==> src/rtl/rmpsc_pkg.sv <==
// Shared types, register addresses and constants of the PWM slew controller
package rmpsc_pkg;

	localparam int NumServo = 2;
	localparam int NumLed   = 3;
	localparam int NumChan  = NumServo + NumLed;

	localparam logic OpWrite = 1'b0;
	localparam logic OpTick  = 1'b1;

	localparam logic [7:0] AddrRate    = 8'h01;
	localparam logic [7:0] AddrClaw    = 8'h10;
	localparam logic [7:0] AddrTorpedo = 8'h11;
	localparam logic [7:0] AddrRed     = 8'h50;
	localparam logic [7:0] AddrGreen   = 8'h51;
	localparam logic [7:0] AddrBlue    = 8'h52;

	localparam logic [7:0]        DefaultRate = 8'd250;
	localparam logic [7:0]        ServoCenter = 8'd100;
	localparam logic [7:0]        ServoOffset = 8'd100;
	localparam logic signed [7:0] ServoMin    = -8'sd100;
	localparam logic signed [7:0] ServoMax    = 8'sd100;

	localparam logic [15:0] ServoBase  = 16'd3600;
	localparam logic [15:0] ServoScale = 16'd13;
	localparam logic [15:0] LedScale   = 16'd254;

	typedef logic [15:0] level_t;
	typedef level_t [NumChan-1:0] level_vec_t;

	typedef struct packed {
		logic write_rejected;
		logic step_done;
	} flags_t;

	typedef struct packed {
		logic       step;
		level_vec_t target;
	} slew_ctl_t;

endpackage

==> src/rtl/rmpsc_cmd_if.sv <==
// Input channel: bus writes and microsecond ticks
interface rmpsc_cmd_if;
	logic       valid;
	logic       ready;
	logic       opcode;
	logic [7:0] reg_address;
	logic [7:0] write_value;

	modport source(output valid, opcode, reg_address, write_value, input ready);
	modport sink(input valid, opcode, reg_address, write_value, output ready);
endinterface

==> src/rtl/rmpsc_rsp_if.sv <==
// Result channel: drive levels and status flags
interface rmpsc_rsp_if;
	logic        valid;
	logic        ready;
	logic [15:0] claw_level;
	logic [15:0] torpedo_level;
	logic [15:0] red_level;
	logic [15:0] green_level;
	logic [15:0] blue_level;
	logic        write_rejected;
	logic        step_done;

	modport source(output valid, claw_level, torpedo_level, red_level, green_level,
		blue_level, write_rejected, step_done, input ready);
	modport sink(input valid, claw_level, torpedo_level, red_level, green_level,
		blue_level, write_rejected, step_done, output ready);
endinterface

==> src/rtl/rmpsc_regs.sv <==
// Register file, tick divider and target computation
module rmpsc_regs (
	input  logic                  clk,
	input  logic                  arst_n,
	input  logic                  en,
	input  logic                  opcode,
	input  logic [7:0]            reg_address,
	input  logic [7:0]            write_value,
	output rmpsc_pkg::slew_ctl_t  ctl,
	output rmpsc_pkg::flags_t     flags
);

	logic [7:0] tick_rate_q;
	logic [7:0] servo_q [rmpsc_pkg::NumServo];
	logic [7:0] led_q   [rmpsc_pkg::NumLed];
	logic [9:0] tick_count_q;

	logic       is_write;
	logic       is_tick;
	logic       rate_wr;
	logic       servo_sel;
	logic       in_range;
	logic [9:0] period;
	logic [9:0] count_next;
	logic       hit;

	always_comb begin
		is_write   = (opcode == rmpsc_pkg::OpWrite);
		is_tick    = (opcode == rmpsc_pkg::OpTick);
		rate_wr    = is_write && (reg_address == rmpsc_pkg::AddrRate);
		servo_sel  = is_write && ((reg_address == rmpsc_pkg::AddrClaw) ||
			(reg_address == rmpsc_pkg::AddrTorpedo));
		in_range   = ($signed(write_value) >= rmpsc_pkg::ServoMin) &&
			($signed(write_value) <= rmpsc_pkg::ServoMax);
		period     = {tick_rate_q, 2'b00};
		count_next = tick_count_q + 10'd1;
		hit        = (tick_rate_q == 8'd0) || (count_next >= period);

		flags.write_rejected = servo_sel && !in_range;
		flags.step_done      = is_tick && hit;
		ctl.step             = is_tick && hit;
		for (int i = 0; i < rmpsc_pkg::NumServo; i++) begin
			ctl.target[i] = rmpsc_pkg::ServoBase +
				rmpsc_pkg::ServoScale * rmpsc_pkg::level_t'(servo_q[i]);
		end
		for (int i = 0; i < rmpsc_pkg::NumLed; i++) begin
			ctl.target[rmpsc_pkg::NumServo + i] =
				rmpsc_pkg::LedScale * rmpsc_pkg::level_t'(led_q[i]);
		end
	end

	always_ff @(posedge clk or negedge arst_n) begin
		if (!arst_n) begin
			tick_rate_q  <= rmpsc_pkg::DefaultRate;
			tick_count_q <= 10'd0;
			for (int i = 0; i < rmpsc_pkg::NumServo; i++) servo_q[i] <= rmpsc_pkg::ServoCenter;
			for (int i = 0; i < rmpsc_pkg::NumLed; i++) led_q[i] <= 8'd0;
		end else if (en) begin
			if (rate_wr) begin
				tick_rate_q  <= write_value;
				tick_count_q <= 10'd0;
			end
			if (is_tick) begin
				tick_count_q <= hit ? 10'd0 : count_next;
			end
			if (servo_sel && in_range) begin
				servo_q[reg_address[0]] <= write_value + rmpsc_pkg::ServoOffset;
			end
			for (int i = 0; i < rmpsc_pkg::NumLed; i++) begin
				if (is_write && (reg_address == rmpsc_pkg::AddrRed + 8'(i))) begin
					led_q[i] <= write_value;
				end
			end
		end
	end

endmodule

==> src/rtl/rmpsc_slew.sv <==
// Drive level registers, stepped by one toward their targets
module rmpsc_slew (
	input  logic                  clk,
	input  logic                  arst_n,
	input  logic                  en,
	input  rmpsc_pkg::slew_ctl_t  ctl,
	output rmpsc_pkg::level_vec_t level_next
);

	rmpsc_pkg::level_vec_t level_q;

	always_comb begin
		for (int i = 0; i < rmpsc_pkg::NumChan; i++) begin
			level_next[i] = level_q[i];
			if (ctl.step) begin
				if (ctl.target[i] > level_q[i]) begin
					level_next[i] = level_q[i] + 16'd1;
				end else if (ctl.target[i] < level_q[i]) begin
					level_next[i] = level_q[i] - 16'd1;
				end
			end
		end
	end

	always_ff @(posedge clk or negedge arst_n) begin
		if (!arst_n) begin
			level_q <= '0;
		end else if (en) begin
			level_q <= level_next;
		end
	end

endmodule

==> src/rtl/register_mapped_pwm_slew_controller.sv <==
// Top level of the register-mapped PWM slew controller
//
//  channel  dir  word
//  cmd      in   opcode, reg_address, write_value
//  rsp      out  five drive levels, write_rejected, step_done
//
// One word is taken per cycle while cmd.ready is high; its result sits in the output register in the next cycle.
// Each word takes a single update pass into the result register.
// A new word is taken while a result waits, so long as rsp is ready or empty.
// Reset restores default rate, centred servos, dark LEDs and zero levels.
module register_mapped_pwm_slew_controller (
	input logic        clk,
	input logic        arst_n,
	rmpsc_cmd_if.sink   cmd,
	rmpsc_rsp_if.source rsp
);

	logic                  accept;
	rmpsc_pkg::slew_ctl_t  ctl;
	rmpsc_pkg::flags_t     flags;
	rmpsc_pkg::level_vec_t level_next;

	logic                  rsp_valid_q;
	rmpsc_pkg::level_vec_t level_out_q;
	rmpsc_pkg::flags_t     flags_q;

	assign cmd.ready = !rsp_valid_q || rsp.ready;
	assign accept    = cmd.valid && cmd.ready;

	rmpsc_regs u_regs (
		.clk         (clk),
		.arst_n      (arst_n),
		.en          (accept),
		.opcode      (cmd.opcode),
		.reg_address (cmd.reg_address),
		.write_value (cmd.write_value),
		.ctl         (ctl),
		.flags       (flags)
	);

	rmpsc_slew u_slew (
		.clk        (clk),
		.arst_n     (arst_n),
		.en         (accept),
		.ctl        (ctl),
		.level_next (level_next)
	);

	always_ff @(posedge clk or negedge arst_n) begin
		if (!arst_n) begin
			rsp_valid_q <= 1'b0;
		end else if (accept) begin
			rsp_valid_q <= 1'b1;
		end else if (rsp.ready) begin
			rsp_valid_q <= 1'b0;
		end
	end

	always_ff @(posedge clk) begin
		if (accept) begin
			level_out_q <= level_next;
			flags_q     <= flags;
		end
	end

	assign rsp.valid          = rsp_valid_q;
	assign rsp.claw_level     = level_out_q[0];
	assign rsp.torpedo_level  = level_out_q[1];
	assign rsp.red_level      = level_out_q[2];
	assign rsp.green_level    = level_out_q[3];
	assign rsp.blue_level     = level_out_q[4];
	assign rsp.write_rejected = flags_q.write_rejected;
	assign rsp.step_done      = flags_q.step_done;

endmodule

==> src/flat_wrapper.sv <==
// flat-port wrapper written by rule: the top's interface ports become plain ports
module register_mapped_pwm_slew_controller_flat 
  (clk, arst_n, cmd_valid, cmd_opcode, cmd_reg_address, cmd_write_value, cmd_ready, rsp_valid, rsp_claw_level, rsp_torpedo_level, rsp_red_level, rsp_green_level, rsp_blue_level, rsp_write_rejected, rsp_step_done, rsp_ready);
  rmpsc_cmd_if cmd_i ();
  rmpsc_rsp_if rsp_i ();
  input logic clk;
  input logic arst_n;
  input wire logic [$bits(cmd_i.valid)-1:0] cmd_valid;
  input wire logic [$bits(cmd_i.opcode)-1:0] cmd_opcode;
  input wire logic [$bits(cmd_i.reg_address)-1:0] cmd_reg_address;
  input wire logic [$bits(cmd_i.write_value)-1:0] cmd_write_value;
  output wire logic [$bits(cmd_i.ready)-1:0] cmd_ready;
  output wire logic [$bits(rsp_i.valid)-1:0] rsp_valid;
  output wire logic [$bits(rsp_i.claw_level)-1:0] rsp_claw_level;
  output wire logic [$bits(rsp_i.torpedo_level)-1:0] rsp_torpedo_level;
  output wire logic [$bits(rsp_i.red_level)-1:0] rsp_red_level;
  output wire logic [$bits(rsp_i.green_level)-1:0] rsp_green_level;
  output wire logic [$bits(rsp_i.blue_level)-1:0] rsp_blue_level;
  output wire logic [$bits(rsp_i.write_rejected)-1:0] rsp_write_rejected;
  output wire logic [$bits(rsp_i.step_done)-1:0] rsp_step_done;
  input wire logic [$bits(rsp_i.ready)-1:0] rsp_ready;
  assign cmd_i.valid = cmd_valid;
  assign cmd_i.opcode = cmd_opcode;
  assign cmd_i.reg_address = cmd_reg_address;
  assign cmd_i.write_value = cmd_write_value;
  assign cmd_ready = cmd_i.ready;
  assign rsp_valid = rsp_i.valid;
  assign rsp_claw_level = rsp_i.claw_level;
  assign rsp_torpedo_level = rsp_i.torpedo_level;
  assign rsp_red_level = rsp_i.red_level;
  assign rsp_green_level = rsp_i.green_level;
  assign rsp_blue_level = rsp_i.blue_level;
  assign rsp_write_rejected = rsp_i.write_rejected;
  assign rsp_step_done = rsp_i.step_done;
  assign rsp_i.ready = rsp_ready;
  register_mapped_pwm_slew_controller u_core (.clk(clk), .arst_n(arst_n), .cmd(cmd_i), .rsp(rsp_i));
endmodule
==> config.mk <==
export PLATFORM = sky130hd
export DESIGN_NAME = register_mapped_pwm_slew_controller_flat
export DESIGN_NICKNAME = d
export VERILOG_FILES = /design/src/rtl/rmpsc_pkg.sv /design/src/rtl/rmpsc_cmd_if.sv /design/src/rtl/rmpsc_rsp_if.sv /design/src/rtl/rmpsc_regs.sv /design/src/rtl/rmpsc_slew.sv /design/src/rtl/register_mapped_pwm_slew_controller.sv /design/src/flat_wrapper.sv
export SDC_FILE = /design/constraint.sdc
export NUM_CORES = 1
export LEC_CHECK = 0
export BUFFER_PORTS_ARGS = -buffer_cell sky130_fd_sc_hd__clkbuf_2
export CAP_MARGIN = 25
export CORE_UTILIZATION = 25
export DETAILED_ROUTE_END_ITERATION = 6
export REMOVE_ABC_BUFFERS = 1
export SLEW_MARGIN = 10
export SYNTH_ARGS = -nofsm -noshare
export SYNTH_HDL_FRONTEND = slang
export SYNTH_SLANG_ARGS = --single-unit
==> constraint.sdc <==
create_clock -name clk -period 12.2 [get_ports clk]
set_clock_uncertainty 0.15 [all_clocks]
set_input_delay 2.44 -clock clk [delete_from_list [all_inputs] [get_ports clk]]
set_output_delay 2.44 -clock clk [all_outputs]
set_load 0.05 [all_outputs]
==> After elaboration in Yosys (flattened, before gate mapping) <==
Cells that the tools add are included.
{ "word_totals": {"regBits": 221, "input_bits": 21, "out_inout_bits": 84} }
{ "classes": {"add_sub_neg": 14, "n_mul": 5, "n_lt_le_gt_ge": 15, "n_eq_ne": 6, "muxes": 23, "bitwise_logic": 2, "reduce_logical": 25} }
{ "ops": {"columns": ["cell", "count"], "rows": [
  ["two-way mux 16 bit", 15],
  ["adder 16 x 1 -> 16 bit, second input constant", 5],
  ["< comparator 16 bit", 5],
  ["subtractor 16 x 1 -> 16 bit, second input constant", 5],
  ["greater-than comparator 16 bit", 4],
  ["multiplier 7 x 8 -> 15 bit, first input constant", 3],
  ["two-way mux 10 bit", 3],
  ["adder 12 x 12 -> 13 bit, first input constant", 2],
  ["== test 8 x 7 -> 1 bit, second input constant", 3],
  ["multiplier 4 x 8 -> 12 bit, first input constant", 2],
  ["bitwise mux 16 bit", 1],
  ["== test 8 x 5 -> 1 bit, second input constant", 2],
  ["greater-than comparator 13 x 16 -> 1 bit", 1],
  ["AND reduction 2 bit", 6],
  ["logical AND 1 bit", 11],
  ["adder 10 x 1 -> 10 bit, second input constant", 1],
  ["greater-or-equal comparator 10 bit", 1],
  ["adder 8 x 7 -> 8 bit, second input constant", 1],
  ["demux 8 bit (select 1 bit)", 1],
  ["== test 8 x 1 -> 1 bit, second input constant", 1],
  ["greater-or-equal comparator 8 bit, second input constant", 1],
  ["<= comparator 8 bit, second input constant", 1],
  ["zero test 8 bit", 1],
  ["two-way mux 8 bit", 1],
  ["other kinds (8)", 13]
]} }

==> Longest topological paths before layout <==
Gate-level depths: netlist of the first run.
{ "logic_depth": {"ltp_word": 6, "depth_mapped": 25, "ltp_nobuf": 24} }

==> Modules after synthesis <==
A second synthesis of the first run with hierarchy kept.
{ "hier_totals": {"cells_unflattened": 2140, "area_unflattened_um2": 20215.6} }
{ "by_module_without_submodules": {"columns": ["mod", "instances", "cells_each", "area_each_um2"], "rows": [
  ["rmpsc_slew", 1, 1139, 8924.8],
  ["rmpsc_regs", 1, 915, 8774.7],
  ["register_mapped_pwm_slew_controller", 1, 86, 2516.2]
]} }

==> Worst setup path before layout of the first run <==
No wires, ideal clock.
{ "synth_path": {"kind": "input -> register", "start": "in rsp_ready", "end": "reg u_core.u_slew.level_q[3] (netlist bit)", "setup_time_ps": 133, "arrival_ps": 6588, "required_time_ps": 11917, "setup_slack_ps": 5329, "cell_stages": 7, "cell_sequence": "nand2b_1 -> nand2_1 -> inv_1 -> clkbuf_1 -> clkbuf_1 -> o21ai_0 -> xnor2_1"} }
{ "synth_via": {"elab_chain_cells": 2} }
{ "synth_lines": {"columns": ["item", "line", "source"], "rows": [
  ["start, declared", "flat_wrapper.sv:21", "input wire logic [$bits(rsp_i.ready)-1:0] rsp_ready;"],
  ["logical OR 1 bit", "register_mapped_pwm_slew_controller.sv:27", "assign cmd.ready = !rsp_valid_q || rsp.ready;"],
  ["logical AND 1 bit", "register_mapped_pwm_slew_controller.sv:28", "assign accept = cmd.valid && cmd.ready;"],
  ["named net u_core.accept", "register_mapped_pwm_slew_controller.sv:18", "logic accept;"],
  ["end signal, assigned", "rmpsc_slew.sv:29", "level_q <= level_next;"],
  ["end, declared", "rmpsc_slew.sv:10", "rmpsc_pkg::level_vec_t level_q;"]
]} }
The timed path passes the listed nets, and every way through them passes these cells.
A chain may end at the register's enable or synchronous reset.

==> reports/metrics.csv, run 1 <==
stage,metric,value,unit
logic_synthesis,Syn Std Cell Area,18900,sq um
sta,setup tns final,0,ns
setup_path,slowest stage cell on the critical path,or4_1,
power_and_ir_drop,Pleak,0.00918,uW
logic_synthesis,"EDFF count, synth",82,
min_path,Worst Hold Launch,u_core.u_regs.tick_count_q[9]$_DFFE_PN0P_,
drt,via count,14000,
setup_path,Worst EP required,12.34,ns
flow_run,max-cap violations,0,
logic_synthesis,post-synth top area share,16.8,%
floorplanning,FP Rows,100,
global_routing,initial antenna violation count,8,
setup_path,CP endpoint kind,flop,
logic_synthesis,Syn Inst Count,2001,
clock_tree,clock sink total,221,
global_routing,vias in the first global route,14000,
setup_path,crit path cell chain,inv_1 > fa_1 > fa_1 > fa_1 > fa_1 > inv_1 > ha_1 > inv_1 > a21oi_1 > o41a_1 > a41o_1 > o41ai_1 > xnor2_1 > ha_1 > nand4_1 > nor3b_1 > o21ai_1 > and3_1 > or4_1 > a211oi_1 > xnor2_1,
final_layout,final instance area,21300,sq um
logic_synthesis,predominant post-synthesis flop cell,dfrtp_1,
clock_tree,Root Buffer,clkbuf_16,
final_layout,area delta synth->final,12.7,%
clock_tree,clock-pin slew of the registers on the worst-case setup and hold paths,0.06,ns
setup_path,crit path kind,flop to flop,
sta,RSZ-0062 raised after global routing,false,
drt,Initial DRC Count,685,
setup_path,worst r2r src,u_core.u_regs.led_q[21]$_DFFE_PN0P_,
min_path,Hold WC Path Type,flop to flop,
logic_synthesis,#FFs+latches synth,221,
floorplanning,total die area,76700,sq um
sta,"Slew Viols, Final",0,
logic_synthesis,sequential area share after synthesis,31.5,%
setup_path,WP buf/inv,3,
sta,Max Fclk,147,MHz
power_and_ir_drop,PD cells,138,nW/um^2
setup_path,CP dominant cell by count,fa_1,
clock_tree,Post-CTS Setup Bufs,0,
drt,vias per cell,4.55,
sta,worst slew pin tran,1.02,ns
min_path,WHS Endpoint,u_core.u_regs.tick_count_q[9]$_DFFE_PN0P_,
logic_synthesis,ranking of synthesized cells by area,"dfrtp_1, ha_1, edfxtp_1",
placement,Post-DP HPWL,34600,microns
floorplanning,Starting Density,25.4,%
drt,"wirelength, routed",45200,microns
floorplanning,die height,277,microns
drt,number of remaining DRC errors,0,
logic_synthesis,post-synthesis area per instance,9.45,sq um
logic_synthesis,"area leader, netlist",dfrtp_1,
placement,worst slack at placement,5.38,ns
clock_tree,CTS tree,built,
setup_path,CP max stage delay,0.61,ns
floorplanning,Core Area,74600,sq um
setup_path,"setup slack, reg-to-reg",5.40,ns
sta,setup violators final,0,
sta,setup ws final,5.40,ns
power_and_ir_drop,VDD IR-drop max,0.0899,mV
placement,IO Port Bufs,104,
sta,Final Hold Viols,0,
placement,Placer Congestion,0.824,
clock_tree,hold_buf cts,0,
global_routing,first-pass GRT wire length,74600,microns
setup_path,Crit path arrival time,6.94,ns
setup_path,Startpoint Class,flop,
logic_synthesis,Syn. warnings,0,
run_status,status,"complete, no violations",
clock_tree,CTS HTree Levels,1,
setup_path,worst reg-to-reg path cell count,21,
clock_tree,worst skew pair latency,0.55,ns
logic_synthesis,Synth cell types,76,
clock_tree,Inserted Clock Buffers,25,
drt,WL/cell,14.7,microns
final_layout,Nets,2433,
sta,fin crit period,6.80,ns
clock_tree,clock buffer depth,3,
setup_path,"delay-heaviest family, CP",adder cells,
drt,router iterations before antenna repair,6,
power_and_ir_drop,Pwr Total,2950,uW
floorplanning,I/O pins,105,
global_routing,Total Routing Usage GR,11.9,%
final_layout,fraction of layout cells with a size suffix above 1,9.50,%
min_path,Worst Hold Path Cells,2,
clock_tree,post-cts gate resize count,0,
sta,Final Cycle Share,55.8,%
setup_path,crit path max fanout,13,
placement,placed inst area,20500,sq um
floorplanning,Die W,277,microns
logic_synthesis,ys async rst share,62.9,%
setup_path,r2r endpoint,u_core.rsp.red_level[13]$_DFFE_PP_,
drt,Post-DRT Antenna Nets,0,
global_routing,global route overflow,0,
global_routing,largest net degree at the start of global routing,81,
sta,Slew HR,31.5,%
==> registers in the layout (all words and copies together) (netlist names), 16 cells and up <==
signal                    cells
u_core.rsp.red_level         16
u_core.rsp.green_level       16
u_core.rsp.claw_level        16
u_core.rsp.torpedo_level     16
u_core.u_regs.servo_q        16
u_core.u_regs.led_q          24
u_core.u_slew.level_q        80
u_core.rsp.blue_level        16
==> worst reg2reg max path, cell delays in order (launching register included) <==
cell	delay [ns]
dfrtp_1	0.42
inv_1	0.21
fa_1	0.50
fa_1	0.59
fa_1	0.45
fa_1	0.51
inv_1	0.04
ha_1	0.31
inv_1	0.08
a21oi_1	0.06
o41a_1	0.36
a41o_1	0.27
o41ai_1	0.30
xnor2_1	0.13
ha_1	0.30
nand4_1	0.13
nor3b_1	0.24
o21ai_1	0.16
and3_1	0.35
or4_1	0.61
a211oi_1	0.30
xnor2_1	0.09
==> worst max-delay path by stage <==
stage	from	to	cells after the start
final	u_core.u_regs.led_q[21]$_DFFE_PN0P_	u_core.rsp.red_level[13]$_DFFE_PP_	21
after global routing	u_core.u_regs.led_q[2]$_DFFE_PN0P_	u_core.rsp.blue_level[12]$_DFFE_PP_	23
after CTS	u_core.u_regs.led_q[21]$_DFFE_PN0P_	u_core.rsp.red_level[13]$_DFFE_PP_	21
after detailed placement	u_core.u_regs.led_q[21]$_DFFE_PN0P_	u_core.rsp.red_level[13]$_DFFE_PP_	21
after global placement	u_core.u_regs.led_q[21]$_DFFE_PN0P_	u_core.rsp.red_level[13]$_DFFE_PP_	21
after floorplan	rsp_ready	u_core.u_regs.led_q[0]$_DFFE_PN0P_	6
==> logic make-up after synthesis <==
| group | synth area share, % |
|---|---|
| AOI/OAI and AO/OA | 9.85 |
| xor gates and xnor gates | 9.91 |
| adders and majority gates | 24.7 |
| buffers and inverters | 7.32 |
| DFF | 31.5 |
| muxes | 2.20 |
| and+or+nand+nor | 14.6 |
==> final cells by class <==
cell class | count | area (sq um)
Fill cell | 7858 | 53300
Multi-Input combinational cell | 1419 | 11600
Sequential cell | 221 | 5960
Tap cell | 969 | 1210
Inverter | 300 | 1130
Clock buffer | 32 | 662
Timing Repair Buffer | 121 | 654
Clock inverter | 12 | 119
Antenna cell | 1 | 2.50
==> layout by cell type, fill, tap and decap left out, types with 8 or more instances in the layout <==
master     count
inv_1        297
ha_1         243
xnor2_1      199
nand2_1      149
dfrtp_1      127
nor2_1       105
clkbuf_2     103
o21ai_0       93
edfxtp_1      82
fa_1          81
a21oi_1       74
nand3_1       61
nor3_1        55
nand4_1       38
mux2i_1       30
o211ai_1      28
clkbuf_16     25
nor4_1        22
and3_1        21
buf_4         17
a211oi_1      15
xor2_1        15
or4_1         15
nand2b_1      15
or3_1         15
dfstp_2       12
nor2b_1       11
a21o_1        10
o21a_1         9
mux2_2         9
and4_1         8
==> report_power, final <==
group / switching [uW] / total [uW] / internal, uW
clock network: 318 / 743 / 425
logic: 816 / 1400 / 584
registers: 15.7 / 807 / 791
total: 1150 / 2950 / 1800
==> per-layer routing <==
| layer | global-route usage [%] | part of all wire, % | routed length, microns | up-vias |
|---|---|---|---|---|
| li1 | - | - | - | 7015 |
| met1 | 15.9 | 47 | 21200 | 6652 |
| met2 | 19.9 | 46 | 21000 | 239 |
| met3 | 1.97 | 4.6 | 2090 | 70 |
| met4 | 2.78 | 1.9 | 844 | 16 |
| met5 | 0 | 0.21 | 97 | - |
==> cell usage after synthesis (all sizes together), types with 21 or more instances <==
master  count
a21oi      75
and3       21
clkbuf     47
dfrtp     127
edfxtp     82
fa         81
ha        243
inv       299
mux2i      31
nand2     149
nand3      61
nand4      38
nor2      105
nor3       56
nor4       26
o211ai     28
o21ai      99
xnor2     199
==> per-stage QoR <==
step,hold slack [ns],cells,util (%)
detailed placement,0.335,3030,27.5
floorplan,0.309,1940,-
global placement,0.325,3030,27.5
finish,0.345,3075,28.6
global route,0.367,3074,28.6
CTS,0.351,3074,28.6
Power figures use the tool's default switching activity.
==> run 2, diff against run 1 <==
Settings changed: ABC_AREA set to 1.
Clock period 12.2 ns to 5.92 ns, I/O delays scaled along.
==> reports/metrics.csv, run 2 <==
stage,metric,value,unit,change
logic_synthesis,ys async rst share,62.9,%,unchanged
flow_run,max-cap violations,0,,unchanged
setup_path,CP startpoint,u_core.u_regs.led_q[3]$_DFFE_PN0P_,,
global_routing,initial antenna violation count,4,,-4
run_status,status,"complete, no violations",,
logic_synthesis,"EDFF count, synth",82,,unchanged
min_path,Worst Hold Launch,u_core.u_slew.level_q[45]$_DFFE_PN0P_,,
final_layout,Non-Filler Instances,3796,,+23%
final_layout,area delta synth->final,15.5,%,
placement,Post-DP HPWL,37400,microns,+8.0%
logic_synthesis,most common cell in the synthesized netlist,nand2_1,,
power_and_ir_drop,Pleak,0.0118,uW,+29%
sta,worst slew pin tran,0.838,ns,-0.181 ns
setup_path,CP max stage delay,0.58,ns,-0.03 ns
setup_path,Worst EP required,6.08,ns,-6.26 ns
final_layout,Reg area,5960,sq um,+0.15%
global_routing,global route overflow,0,,unchanged
setup_path,"setup slack, reg-to-reg",0.29,ns,-5.11 ns
setup_path,crit path max fanout,16,,+3
logic_synthesis,ranking of synthesized cells by area,"dfrtp_1, ha_1, nand2_1",,
floorplanning,I/O pins,105,,unchanged
clock_tree,CTS HTree Levels,1,,unchanged
setup_path,CP endpoint kind,flop,,
setup_path,Startpoint Class,flop,,
logic_synthesis,Syn Std Cell Area,20100,sq um,+6.6%
setup_path,worst r2r src,u_core.u_regs.led_q[3]$_DFFE_PN0P_,,
clock_tree,hold_buf cts,0,,unchanged
final_layout,Nets,3068,,+26%
setup_path,Crit path arrival time,5.80,ns,-1.14 ns
global_routing,Total Routing Usage GR,11.8,%,-0.046 points
min_path,WHS Endpoint,u_core.u_slew.level_q[45]$_DFFE_PN0P_,,
sta,"Slew Viols, Final",0,,unchanged
setup_path,CP dominant cell by count,nand2_1,,
global_routing,largest net degree at the start of global routing,81,,unchanged
clock_tree,CTS tree,built,,
setup_path,crit path kind,flop to flop,,
sta,Final Cycle Share,95.2,%,+39 points
min_path,Hold WC Path Type,flop to flop,,
drt,via count,16800,,+20%
final_layout,"commonest non-fill, non-tap cell in the layout",nand2_1,,
logic_synthesis,post-synthesis area per instance,7.79,sq um,-18%
placement,Placer Congestion,0.849,,+3.0%
final_layout,final instance area,23300,sq um,+9.2%
placement,Cells after DPL,3730,,+23%
setup_path,worst reg-to-reg path cell count,28,,+33%
final_layout,fraction of layout cells with a size suffix above 1,12.9,%,+3.4 points
drt,number of remaining DRC errors,0,,unchanged
floorplanning,die height,286,microns,+3.2%
logic_synthesis,#FFs+latches synth,221,,unchanged
clock_tree,Root Buffer,clkbuf_16,,
clock_tree,clock buffer depth,3,,unchanged
final_layout,# fillers,8512,,+8.3%
clock_tree,clock-pin slew of the registers on the worst-case setup and hold paths,0.06,ns,about the same
drt,Post-DRT Antenna Nets,0,,unchanged
final_layout,multi-input logic area,12500,sq um,+8.1%
sta,Max Fclk,177,MHz,+21%
final_layout,Top Registers,"u_core.u_slew.level_q: 80 flops, u_core.u_regs.led_q: 24 flops",,
clock_tree,worst skew pair latency,0.56,ns,about the same
floorplanning,Core Area,79400,sq um,+6.5%
power_and_ir_drop,VDD IR-drop max,0.186,mV,+110%
final_layout,Largest register FFs,80,,unchanged
drt,vias per cell,4.43,,-2.7%
power_and_ir_drop,Pwr Total,8740,uW,+200%
power_and_ir_drop,PD cells,376,nW/um^2,+170%
logic_synthesis,Synth cell types,56,,-26%
final_layout,Top reg by flops,u_core.u_slew.level_q,,
floorplanning,FP Rows,103,,+3.0%
sta,setup violators final,0,,unchanged
final_layout,"commonest cells after routing, fill and taps aside","nand2_1, inv_1, nand3_1",,
global_routing,first-pass GRT wire length,80500,microns,+8.0%
sta,Slew HR,44.1,%,+13 points
sta,Final Hold Viols,0,,unchanged
floorplanning,Starting Density,25.4,%,about the same
min_path,Worst Hold Path Cells,2,,unchanged
logic_synthesis,"area leader, netlist",dfrtp_1,,
sta,fin crit period,5.63,ns,-1.17 ns
drt,WL/cell,12.9,microns,-12%
logic_synthesis,sequential area share after synthesis,29.6,%,-1.9 points
logic_synthesis,Syn. warnings,0,,unchanged
setup_path,slowest stage cell on the critical path,fa_1,,
setup_path,r2r endpoint,u_core.rsp.blue_level[11]$_DFFE_PP_,,
logic_synthesis,predominant post-synthesis flop cell,dfrtp_1,,
drt,"wirelength, routed",48900,microns,+8.1%
floorplanning,total die area,81700,sq um,+6.5%
clock_tree,clock sink total,221,,unchanged
logic_synthesis,Syn Inst Count,2587,,+29%
placement,placed inst area,22000,sq um,+7.3%
drt,router iterations before antenna repair,5,,-1
logic_synthesis,post-synth top area share,15.8,%,-1.0 points
logic_synthesis,Post-synth top cells,"nand2_1, inv_1, nand3_1",,
global_routing,vias in the first global route,15800,,+13%
floorplanning,Die W,286,microns,+3.2%
drt,Initial DRC Count,899,,+31%
clock_tree,Inserted Clock Buffers,27,,+8.0%
placement,IO Port Bufs,104,,unchanged
-- run 2: cell count changes in the layout (fill, tap and decap cells not counted), sizes merged, moves of 17 or more --
cell / change
nand2: +581
nand3: +210
xnor2: -177
inv: +114
nand4: +48
buf: +46
xor2: +33
mux2i: -31
o211ai: -24
nor4: -21
and3: -20
and2: +17
-- run 2: timing repair --
item / 4_1_cts / 5_1_grt
gates resized for setup: 0 / 68
endpoints found under the setup margin: 0 / 96
setup buffers: 0 / 14
-- run 2: logic make-up after synthesis --
family | synth area share, %
flops | 29.6
simple gates | 29.0
buf+inv | 9.55
fa+ha+maj | 23.1
compound gates | 5.67
xor+xnor | 3.04
-- run 2: final cells by class --
| class | count | area share [%] |
|---|---|---|
| Multi-Input combinational cell | 1891 | 53.8 |
| Sequential cell | 221 | 25.6 |
| Inverter | 415 | 6.78 |
| Tap cell | 1050 | 5.65 |
| Timing Repair Buffer | 167 | 4.43 |
| Clock buffer | 30 | 2.95 |
| Clock inverter | 19 | 0.715 |
| Antenna cell | 3 | 0.0323 |
-- run 2: metal layers --
metal	part of all wire, %	wire [microns]	track usage (%)	vias up
met5	0.051	25	0	-
met4	2.0	995	3.16	4
met3	4.3	2080	1.64	55
met2	46	22500	19.5	273
met1	48	23300	16.2	7791
li1	-	-	-	8686
-- run 2: where the power goes --
group          switching [uW]  internal, uW
registers                 417          2100
logic                    3110          1460
clock network             721           924
-- run 2: worst max-delay path by stage --
stage	endpoint	slack [ns]
6_report	u_core.rsp.blue_level[11]$_DFFE_PP_	0.29
5_1_grt	u_core.u_slew.level_q[71]$_DFFE_PN0P_	-0.04
4_1_cts	u_core.rsp.red_level[6]$_DFFE_PP_	0.03
3_5_place_dp	u_core.rsp.blue_level[10]$_DFFE_PP_	0.03
3_3_place_gp	u_core.rsp.red_level[8]$_DFFE_PP_	0.08
2_1_floorplan	u_core.u_regs.tick_count_q[9]$_DFFE_PN0P_	-0.71
-- run 2: worst max-delay path: cells and delay by family, from the launching register on --
| kind | cells | cell delay, ns |
|---|---|---|
| adders and majority gates | 6 | 2.65 |
| and+or+nand+nor | 13 | 1.14 |
| AOI/OAI and AO/OA | 4 | 0.64 |
| buffers and inverters | 5 | 0.42 |
| DFF | 1 | 0.39 |
-- run 2: through the flow --
step	TNS, ns	worst slack [ns]	util (%)	hold slack [ns]
CTS	0	0.0268	28.8	0.352
global placement	0	0.0787	27.7	0.332
global route	-0.236	-0.0394	29.3	0.384
finish	0	0.285	29.3	0.353
floorplan	-6.81	-0.714	-	0.321
detailed placement	0	0.0265	27.7	0.338
==> run 3, diff against run 2 <==
Settings changed: ABC_AREA 1 to not set.
==> reports/metrics.csv, run 3 (synthesis gave the netlist of run 1 again) <==
stage,metric,value,unit,change
power_and_ir_drop,Comb pwr share,59.1,%,+6.8 points
power_and_ir_drop,Pleak,0.0105,uW,-11%
flow_run,max-cap violations,0,,unchanged
final_layout,Nets,2643,,-14%
global_routing,vias in the first global route,15000,,-5.0%
sta,setup violators final,30,,+30
global_routing,first-pass GRT wire length,77300,microns,-4.1%
setup_path,worst reg-to-reg path cell count,20,,-29%
drt,"wirelength, routed",48100,microns,-1.6%
setup_path,worst r2r src,u_core.u_regs.led_q[19]$_DFFE_PN0P_,,
power_and_ir_drop,Pwr Total,8220,uW,-6.0%
floorplanning,I/O pins,105,,unchanged
drt,router iterations before antenna repair,5,,unchanged
setup_path,Worst EP required,6.07,ns,about the same
sta,Slew HR,35.6,%,-8.5 points
global_routing,initial antenna violation count,7,,+3
final_layout,Top reg by flops,u_core.u_slew.level_q,,
sta,"Slew Viols, Final",0,,unchanged
sta,Max Fclk,163,MHz,-7.9%
drt,vias per cell,4.56,,+3.1%
clock_tree,CTS tree,built,,
power_and_ir_drop,sequential power share,20.2,%,-8.6 points
placement,Post-DP HPWL,35400,microns,-5.1%
clock_tree,hold_buf cts,0,,unchanged
clock_tree,clock buffer depth,3,,unchanged
setup_path,r2r endpoint,u_core.rsp.red_level[13]$_DFFE_PP_,,
sta,Final Cycle Share,103,%,+8.2 points
sta,worst slew pin tran,0.964,ns,+0.127 ns
floorplanning,Die W,277,microns,-3.1%
floorplanning,total die area,76700,sq um,-6.1%
drt,number of remaining DRC errors,0,,unchanged
drt,Initial DRC Count,633,,-30%
sta,setup ws final,-0.199,ns,-0.484 ns
clock_tree,Root Buffer,clkbuf_16,,
clock_tree,worst skew pair latency,0.56,ns,about the same
final_layout,Largest register FFs,80,,unchanged
power_and_ir_drop,sw frac,37.5,%,-11 points
min_path,Hold WC Path Type,flop to flop,,
sta,Final Hold Viols,0,,unchanged
setup_path,CP endpoint kind,flop,,
min_path,Worst Hold Path Cells,2,,unchanged
setup_path,"setup slack, reg-to-reg",-0.20,ns,-0.48 ns
setup_path,crit path kind,flop to flop,,
clock_tree,clock sink total,221,,unchanged
final_layout,Top Registers,"u_core.u_slew.level_q: 80 flops, u_core.u_regs.led_q: 24 flops",,
final_layout,area delta synth->final,29.2,%,
floorplanning,FP Rows,100,,-2.9%
clock_tree,clock-pin slew of the registers on the worst-case setup and hold paths,0.06,ns,about the same
min_path,Worst Hold Launch,u_core.u_regs.tick_count_q[9]$_DFFE_PN0P_,,
floorplanning,die height,277,microns,-3.1%
placement,Placer Congestion,0.856,,+0.78%
min_path,WHS Endpoint,u_core.u_regs.tick_count_q[9]$_DFFE_PN0P_,,
power_and_ir_drop,Int Power,5140,uW,+14%
power_and_ir_drop,VDD IR-drop max,0.332,mV,+79%
power_and_ir_drop,PD cells,337,nW/um^2,-10%
drt,via count,15000,,-11%
final_layout,"commonest non-fill, non-tap cell in the layout",inv_1,,
final_layout,fraction of layout cells with a size suffix above 1,26.3,%,+13 points
placement,IO Port Bufs,104,,unchanged
sta,RSZ-0062 raised after global routing,true,,
drt,Post-DRT Antenna Nets,0,,unchanged
global_routing,Total Routing Usage GR,12.2,%,+0.42 points
global_routing,largest net degree at the start of global routing,64,,-21%
global_routing,global route overflow,0,,unchanged
final_layout,"commonest cells after routing, fill and taps aside","inv_1, ha_1, xnor2_1",,
power_and_ir_drop,clock power share,20.7,%,+1.9 points
setup_path,Crit path arrival time,6.27,ns,+0.47 ns
clock_tree,CTS HTree Levels,1,,unchanged
clock_tree,Inserted Clock Buffers,26,,-3.7%
sta,fin crit period,6.12,ns,+0.484 ns
drt,WL/cell,14.6,microns,+14%
placement,worst slack at placement,-0.526,ns,-0.553 ns
run_status,failing checks,setup timing,,
setup_path,crit path max fanout,3,,-13
setup_path,Startpoint Class,flop,,
power_and_ir_drop,P_sw,3080,uW,-27%
run_status,status,"finished, violations left",,
final_layout,# fillers,7646,,-10%
floorplanning,Starting Density,25.4,%,about the same
floorplanning,Core Area,74600,sq um,-6.1%
-- run 3: worst max-delay path, cell delays in order, from the launching register on --
cell	delay (ns)
dfrtp_1	0.40
buf_6	0.13
fa_1	0.59
inv_2	0.05
fa_1	0.54
fa_1	0.42
fa_1	0.50
inv_2	0.05
ha_4	0.16
o41a_1	0.45
a41o_1	0.26
o41ai_2	0.24
xnor2_1	0.12
ha_1	0.30
nand4_1	0.16
nor3b_1	0.22
o21ai_1	0.11
and3_4	0.17
or4_4	0.50
a211oi_2	0.22
xnor2_1	0.11
-- run 3: timing repair --
action,4_1_cts,5_1_grt
pin swaps,77,93
hold endpoints to repair,0,0
gates resized for setup,110,197
cloned,1,1
setup buffers,23,21
endpoints found under the setup margin,101,139
-- run 3: area by class of cell --
type	count	area (sq um)	area share, %
repair buffers	330	2420	9.91
clock buffers	34	742	3.04
diodes	1	2.50	0.0102
multi-input cells	1419	12800	52.4
inverters	300	1130	4.62
well taps	969	1210	4.97
flip-flops and latches	221	5960	24.4
clock inverters	14	154	0.630
-- run 3: how the worst max path moves through the flow --
stage | endpoint | from
6_report | u_core.rsp.red_level[13]$_DFFE_PP_ | u_core.u_regs.led_q[19]$_DFFE_PN0P_
3_3_place_gp | u_core.rsp.red_level[13]$_DFFE_PP_ | u_core.u_regs.led_q[20]$_DFFE_PN0P_
3_5_place_dp | u_core.rsp.red_level[13]$_DFFE_PP_ | u_core.u_regs.led_q[20]$_DFFE_PN0P_
2_1_floorplan | u_core.rsp.green_level[4]$_DFFE_PP_ | u_core.u_regs.led_q[13]$_DFFE_PN0P_
5_1_grt | u_core.rsp.red_level[7]$_DFFE_PP_ | u_core.u_regs.led_q[19]$_DFFE_PN0P_
4_1_cts | u_core.rsp.red_level[13]$_DFFE_PP_ | u_core.u_regs.led_q[19]$_DFFE_PN0P_
-- run 3: stage by stage --
step	std cells	area (sq um)	util, %	TNS [ns]	hold slack, ns
6_report	3288	24400	32.7	-2.06	0.349
5_1_grt	3287	24400	32.7	-20.57	0.376
4_1_cts	3266	23400	31.3	-1.98	0.353
3_5_place_dp	3194	21800	29.2	-18.30	0.338
3_3_place_gp	3194	21800	29.2	-12.70	0.328
2_1_floorplan	1940	18600	-	-13.66	0.309
-- run 3: metal layers --
metal / GRT usage (%) / part of all wire (%) / vias up
li1: - / - / 7442
met1: 15.8 / 46 / 7231
met2: 21.0 / 48 / 249
met3: 1.92 / 4.2 / 70
met4: 3.40 / 2.0 / 12
met5: 0 / 0.15 / -
-- run 3: power groups by stage --
stage	combinational [uW]	sequential (uW)	clock, uW
CTS	4090	1660	1760
global route	5320	1670	1810
detailed placement	3420	1690	0
finish	4860	1660	1700
global placement	3380	1690	0
floorplan	2230	1750	0
